--- src/sv/nvrd_pkg.sv ---
// nvrd_pkg: shared types and constants for the named value record decoder
// holds channel payload types, the command passed from front to back, and the parser phases
// no dependencies
package nvrd_pkg;

	localparam int unsigned WORD_W      = 32;
	localparam int unsigned VALUE_W     = 64;
	localparam int unsigned NAME_W      = 31;
	localparam int unsigned NAME_OUT_W  = 16;
	localparam int unsigned QUEUE_DEPTH = 4;

	// header word layout
	localparam int unsigned DEFINE_BIT = 31;

	// input request payload
	typedef struct packed {
		logic [WORD_W-1:0] word;
	} in_item_t;

	// output request payload
	typedef struct packed {
		logic [VALUE_W-1:0]    value;
		logic [NAME_OUT_W-1:0] name;
		logic                  defined_now;
		logic                  name_error;
	} out_item_t;

	// per-record control fields passed through the queue
	typedef struct packed {
		logic                  defined_now;
		logic                  name_error;
		logic [NAME_OUT_W-1:0] name;
	} cmd_meta_t;

	// word parser phases
	typedef enum logic [2:0] {
		PH_HEADER = 3'b001,
		PH_LOW    = 3'b010,
		PH_HIGH   = 3'b100
	} phase_t;

endpackage

--- src/sv/nvrd_fifo.sv ---
// nvrd_fifo: short command queue between the front and back parts
// depends on nvrd_pkg; DEPTH must be a power of two
module nvrd_fifo #(
	parameter int unsigned DEPTH = 4,
	parameter int unsigned AW    = 16
) (
	input  logic                         clk,
	input  logic                         arst_n,
	input  logic                         push,
	input  nvrd_pkg::cmd_meta_t          push_meta,
	input  logic [AW-1:0]                push_idx,
	input  logic [nvrd_pkg::VALUE_W-1:0] push_value,
	output logic                         full,
	input  logic                         pop,
	output logic                         empty,
	output nvrd_pkg::cmd_meta_t          head_meta,
	output logic [AW-1:0]                head_idx,
	output logic [nvrd_pkg::VALUE_W-1:0] head_value
);
	import nvrd_pkg::*;

	localparam int unsigned PW = (DEPTH > 1) ? $clog2(DEPTH) : 1;

	cmd_meta_t          meta_q  [DEPTH];
	logic [AW-1:0]      idx_q   [DEPTH];
	logic [VALUE_W-1:0] value_q [DEPTH];
	logic [PW-1:0]      wr_ptr_q;
	logic [PW-1:0]      rd_ptr_q;
	logic [PW:0]        count_q;

	logic do_push;
	logic do_pop;

	assign full    = count_q == (PW+1)'(DEPTH);
	assign empty   = count_q == '0;
	assign do_push = push && !full;
	assign do_pop  = pop && !empty;

	assign head_meta  = meta_q[rd_ptr_q];
	assign head_idx   = idx_q[rd_ptr_q];
	assign head_value = value_q[rd_ptr_q];

	// pointers and fill count
	always_ff @(posedge clk or negedge arst_n) begin
		if (!arst_n) begin
			wr_ptr_q <= '0;
			rd_ptr_q <= '0;
			count_q  <= '0;
		end else begin
			if (do_push) wr_ptr_q <= wr_ptr_q + 1'b1;
			if (do_pop)  rd_ptr_q <= rd_ptr_q + 1'b1;
			if (do_push && !do_pop)      count_q <= count_q + 1'b1;
			else if (!do_push && do_pop) count_q <= count_q - 1'b1;
		end
	end

	// entry storage
	always_ff @(posedge clk) begin
		if (do_push) begin
			meta_q[wr_ptr_q]  <= push_meta;
			idx_q[wr_ptr_q]   <= push_idx;
			value_q[wr_ptr_q] <= push_value;
		end
	end

endmodule

--- config.mk ---
export PLATFORM = sky130hd
export DESIGN_NAME = nvrd_fifo
export DESIGN_NICKNAME = d
export VERILOG_FILES = /design/src/sv/nvrd_pkg.sv /design/src/sv/nvrd_fifo.sv
export SDC_FILE = /design/constraint.sdc
export NUM_CORES = 1
export LEC_CHECK = 0
export BUFFER_PORTS_ARGS = -buffer_cell sky130_fd_sc_hd__buf_2
export CORE_AREA = 2 2 232 142
export CTS_CLUSTER_DIAMETER = 40
export DETAILED_ROUTE_END_ITERATION = 7
export DIE_AREA = 0 0 234 144
export GPL_ROUTABILITY_DRIVEN = 0
export PLACE_DENSITY = 0.67
export SLEW_MARGIN = 20
export SYNTH_ARGS = -nofsm -noshare
export SYNTH_HDL_FRONTEND = slang
export SYNTH_SLANG_ARGS = --single-unit
--- constraint.sdc ---
create_clock -name clk -period 7.4 [get_ports clk]
set_input_delay 0.37 -clock clk [delete_from_list [all_inputs] [get_ports clk]]
set_output_delay 0.37 -clock clk [all_outputs]
set_load 0.005 [all_outputs]
==> metrics.txt, run 1 <==
CTS tree done; num rows 51; Pwr per Cell Area 399.4 nW/µm²; IO Pins 202; instance count on the critical path 3; status finished clean; Worst Hold Depth 1; final cell utilization of the core 54.37%; max_cap viols 0; Die Wd 234 µm; Worst Tran Pin Value 992.3 ps; CP max FO 68; Max VDD drop 0.2569 mV; Mapped Nets 656; largest net degree at the start of global routing 69; WS Path Type flop to output port; vias in the first global route 6998; half-perimeter wire length after placement 16.39 mm; die area 33700 µm²; crit end category output port; Final #Nets 884; CP max stage cell buf_4; Cells after DPL 1157; most frequent cells in the layout edfxtp_1 (392), buf_2 (201), mux4_2 (98), clkbuf_16 (41), clkbuf_1 (9); initial antenna violation count 5; IO Port Bufs 201; total routed wirelength 27.08 mm; Final Critical Period 3176 ps; Post-Syn Area 14660 µm²; top-area cell type share of the netlist area 80.28%; HP Class input port to flop; CP required 7030 ps; Synth area leader edfxtp_1; fill count 2431; number of routed nets with antenna violations 0; fraction of layout cells with a size suffix above 1 46.34%; worst path cell trace buf_4, mux4_2, buf_2; Synth area leaders edfxtp_1 (80%), mux4_2 (15%), buf_12 (1.4%); hold_ws 47.27 ps; CTS resizes 0; number of post-CTS setup repair buffers 0; setup_tns 0 ps; Initial Util 46.05%; first-pass GRT wire length 40.50 mm; cts hold-fix bufs 1; Ys Warns 0; slowest cell delay on critical path 810 ps; drt pass-1 iters 4; Fin. Hold Viols 0; Clock Tree Buf Depth 3; Finished Layout Cells 1230; Via density 5.260; Pins Over Slew Limit 0; Root Buffer clkbuf_16; commonest non-fill, non-tap cell in the layout edfxtp_1; data arrival time at the worst-slack endpoint 2810 ps; leakage power 5.889 nW; Seq cells post-synth 399; Clock Pin Slew Worst Setup and Hold Paths 60 ps; Synth cell types 20; sequential share of the synthesized area 81.47%; cells on worst reg2reg path 4; crit start category flop; average size of a mapped cell 26.76 µm²; CTS H-tree lvls 2; crit share post-route 42.92%; Die Height 144 µm; maximum clock frequency 314.8 MHz; Syn Inst Count 548; grt ovf 0; Slew HR 33.85%; clk sink count 399; clock skew 21.76 ps; later-pin clock latency in the skew report 540 ps; endpoints failing setup 0; DRC viols 0; kind of cell adding the most delay to the critical path buffers and inverters; Tot GR Track Use 16.30%; Overall Power 6.914 mW; total CTS buffers 40; RSZ-0062 raised after global routing no; core area 31840 µm²; Vias 6470; DRT iter0 DRCs 426; Area Overhead vs Synth 18.07%; Buf/Inv on CP 2; Avg WL per Cell 22.02 µm
==> path summary, 6_finish.rpt <==
check / start / to / slack (ps)
setup reg to reg: count_q[2] / idx_q[1][9] / 4480
max in group asynchronous: arst_n / rd_ptr_q[1] / 7000
hold / removal: push_value[60] / value_q[2][60] / 50
setup / recovery: rd_ptr_q[1] / head_value[56] / 4220
hold reg to reg: count_q[2] / count_q[2] / 490
min in group asynchronous: arst_n / wr_ptr_q[0] / 220
==> registers in the layout (all words and copies together) (netlist names) <==
name / count
count_q: 3
idx_q: 64
meta_q: 72
rd_ptr_q: 2
value_q: 256
wr_ptr_q: 2
==> final cells by class <==
type	instances	area, µm²	share of cell area (%)
antenna	1	2.502	0.01445
multi-input combinational	122	2437	14.08
clock buffer	50	1060	6.121
timing repair buffer	209	1069	6.172
inverter	4	15.01	0.08672
sequential	399	11950	69.05
clock inverter	21	245.2	1.416
tap	424	530.5	3.064
==> worst register-to-register path: stages (launching register included) <==
cell and delay (ps):
dfrtp_1 400, nor3b_2 180, nor2b_1 440, and2_4 670
buf_4 800
==> per-stage QoR <==
step	cell area, µm²	setup slack, ps
finish	17310	4224
detailed placement	16000	4411
floorplan	14660	3852
global route	17310	4051
CTS	17310	4125
global placement	16000	4531
==> power breakdown <==
group | internal [mW] | total, mW | leakage, nW | switching [mW]
Clock | 1.17 | 1.99 | 0.636 | 0.822
Sequential | 2.99 | 3.16 | 3.67 | 0.162
Combinational | 0.874 | 1.77 | 1.58 | 0.893
Total | 5.04 | 6.91 | 5.89 | 1.88
==> synth_stat cells (all sizes together) <==
library cell  instances
inv                   4
nand3                 1
mux2                  2
or3                   1
dfrtp                 7
mux4                 98
edfxtp              392
ha                    5
nor2                  1
buf                  23
nand2                 1
nor2b                 1
nor3b                 1
fa                    1
xnor2                 4
and2                  4
xor2                  2
==> logic make-up (layout without fill, tap and decap cells) <==
| logic type | count (synthesis) | in the layout | synth area share [%] |
|---|---|---|---|
| xor gates and xnor gates | 6 | 6 | 0.3584 |
| DFF | 399 | 399 | 81.47 |
| muxes | 100 | 100 | 15.21 |
| adders and majority gates | 6 | 6 | 0.5632 |
| buffers and inverters | 27 | 284 | 1.971 |
| other | 0 | 1 | 0 |
| and+or+nand+nor | 10 | 10 | 0.4266 |
==> routing by layer <==
| metal | vias to the layer above | part of all wire (%) | wire, µm | global-route usage (%) |
|---|---|---|---|---|
| met5 | - | 0.11 | 29 | 0 |
| met4 | 4 | 2.1 | 561 | 4.697 |
| met3 | 53 | 6.0 | 1620 | 4.140 |
| met2 | 180 | 51 | 13790 | 28.09 |
| met1 | 3411 | 41 | 11080 | 20.66 |
| li1 | 2822 | - | - | - |
(Power assumes the default switching activity.)
==> run 2: changes to the inputs <==
clock period = 3.1 ns   (was 7.4 ns; I/O delays follow)
==> metrics.txt, run 2 (synthesis results as in run 1) <==
status finished clean (unchanged); Worst Tran Pin Value 640.3 ps (was 992.3 ps); Largest regs value_q x256, meta_q x72, idx_q x64 (unchanged); HP Class input port to flop (unchanged); worst path cell trace buf_12, mux4_2, buf_2 (was buf_4, mux4_2, buf_2); met1 Use GR 24.41% (was 20.66%); WS Path Type flop to output port (unchanged); largest net degree at the start of global routing 58 (was 69); Final #Nets 990 (was 884); crit end category output port (unchanged); number of post-CTS setup repair buffers 0 (unchanged); setup_tns 0 ps (unchanged); Pwr per Cell Area 917.2 nW/µm² (was 399.4 nW/µm²); instance count on the critical path 3 (unchanged); grt met2 use 27.57% (was 28.09%); Vias 6938 (was 6470); Tot GR Track Use 17.31% (was 16.30%); Finished Layout Cells 1336 (was 1230); grt ovf 0 (unchanged); Clk pwr share 28.9% (was 28.8%); CTS tree done (unchanged); DRT iter0 DRCs 474 (was 426); commonest non-fill, non-tap cell in the layout edfxtp_1 (unchanged); Avg WL per Cell 21.31 µm (was 22.02 µm); Fin. Hold Viols 0 (unchanged); initial antenna violation count 2 (was 5); Largest register FFs 256 (unchanged); Pins Over Slew Limit 0 (unchanged); leakage power 6.372 nW (was 5.889 nW); crit share post-route 82.74%; Comb pwr share 26.8% (was 25.6%); CP required 2940 ps (was 7030 ps); data arrival time at the worst-slack endpoint 2410 ps (was 2810 ps); clock skew 16.31 ps (was 21.76 ps); num rows 51 (unchanged); sequential share of power 44.3% (was 45.6%); maximum clock frequency 389.9 MHz; CP max FO 53 (was 68); crit start category flop (unchanged); half-perimeter wire length after placement 17.25 mm (was 16.39 mm); total CTS buffers 41 (was 40); slowest cell delay on critical path 620 ps (was 810 ps); fraction of layout cells with a size suffix above 1 41.98% (was 46.34%); gr busiest metal met2 (unchanged); clk sink count 399 (unchanged); Die Wd 234 µm (unchanged); drt pass-1 iters 5 (was 4); total routed wirelength 28.47 mm (was 27.08 mm); Top reg by flops value_q (unchanged); CTS resizes 0 (unchanged); most frequent cells in the layout edfxtp_1 (392), buf_2 (201), dlygate4sd3_1 (101), mux4_2 (98), clkbuf_16 (41) (was edfxtp_1 (392), buf_2 (201), mux4_2 (98), clkbuf_16 (41), clkbuf_1 (9)); Initial Util 46.05% (unchanged); IO Port Bufs 201 (unchanged); Worst Hold Depth 3 (was 1); number of routed nets with antenna violations 0 (unchanged); max_cap viols 0 (unchanged); Area Overhead vs Synth 26.18% (was 18.07%); Slew HR 57.31% (was 33.85%); Die Height 144 µm (unchanged); Root Buffer clkbuf_16 (unchanged); P_sw 4.627 mW (was 1.877 mW); met3 Use GR 4.298% (was 4.140%); Buf/Inv on CP 2 (unchanged); Max VDD drop 0.4607 mV (was 0.2569 mV); CTS H-tree lvls 2 (unchanged); core area 31840 µm² (unchanged); CP max stage cell dfrtp_4 (was buf_4); Clock Tree Buf Depth 3 (unchanged); Final Critical Period 2565 ps; later-pin clock latency in the skew report 530 ps (was 540 ps); RSZ-0062 raised after global routing no (unchanged); kind of cell adding the most delay to the critical path flip-flops (was buffers and inverters); sw frac 27.27% (was 27.15%); Internal 12.34 mW (was 5.037 mW); first-pass GRT wire length 43.22 mm (was 40.50 mm); Via density 5.193 (was 5.260); vias in the first global route 7322 (was 6998); endpoints failing setup 0 (unchanged); DRC viols 0 (unchanged); IO Pins 202 (unchanged); Clock Pin Slew Worst Setup and Hold Paths 60 ps (about the same); die area 33700 µm² (unchanged); Cells after DPL 1162 (was 1157); cells on worst reg2reg path 8 (was 4)
## run 2: final cells by class
type | count | area, µm²
diodes | 2 | 5.005
flip-flops and latches | 399 | 11950
well taps | 424 | 530.5
fillers | 2283 | 13340
multi-input cells | 122 | 2437
clock buffers | 48 | 1072
inverters | 4 | 15.01
repair buffers | 314 | 2207
clock inverters | 23 | 280.3
## run 2: path summary, 6_finish.rpt
path / from / to / slack, ps
max: rd_ptr_q[0] / head_value[5] / 540
min: push / wr_ptr_q[0] / 120
max reg2reg: count_q[2] / count_q[2] / 750
min reg2reg: count_q[2] / count_q[2] / 520
max in group asynchronous: arst_n / rd_ptr_q[1] / 2200
min in group asynchronous: arst_n / count_q[1] / 610
## run 2: stage by stage
step | area (µm²) | util, % | setup WS [ps] | hold WS, ps | total power, mW
after floorplan | 14670 | - | 635.2 | -140.6 | 10.48
after global placement | 16130 | 50.67 | 866.0 | -7.945 | 12.07
after detailed placement | 16130 | 50.67 | 799.4 | 8.558 | 12.20
after CTS | 18500 | 58.09 | 480.7 | 95.69 | 17.25
after global routing | 18500 | 58.10 | 390.8 | 123.0 | 17.81
final | 18500 | 58.10 | 535.1 | 120.8 | 16.97
## run 2: power groups by stage
stage                     registers, mW  clock network, mW  logic, mW
after global placement             7.56                  0       4.51
after global routing               7.61               5.25       4.95
final                              7.52               4.91       4.54
after floorplan                    7.42                  0       3.05
after detailed placement           7.64                  0       4.56
after CTS                          7.54               5.03       4.69
## run 2: layer usage
| layer | share of wire, % | routed length, µm | up-vias |
|---|---|---|---|
| met1 | 43 | 12320 | 3609 |
| met2 | 48 | 13660 | 256 |
| met5 | 0 | 0 | - |
| li1 | - | - | 3036 |
| met3 | 7.3 | 2089 | 37 |
| met4 | 1.4 | 397 | 0 |
## run 2: repair_timing
| item | CTS | global route |
|---|---|---|
| setup endpoints to repair | 0 | 0 |
| hold buffers | 101 | 0 |
| endpoints found under the hold margin | 401 | 0 |
## run 2: worst reg2reg max path, stage by stage, from the launching register on
cell and delay [ps]:
dfrtp_1 410, nor3b_2 170, nor2b_1 460, ha_1 290, inv_1 70, fa_1 380
xor2_1 170, nor2_1 140, xor2_1 180
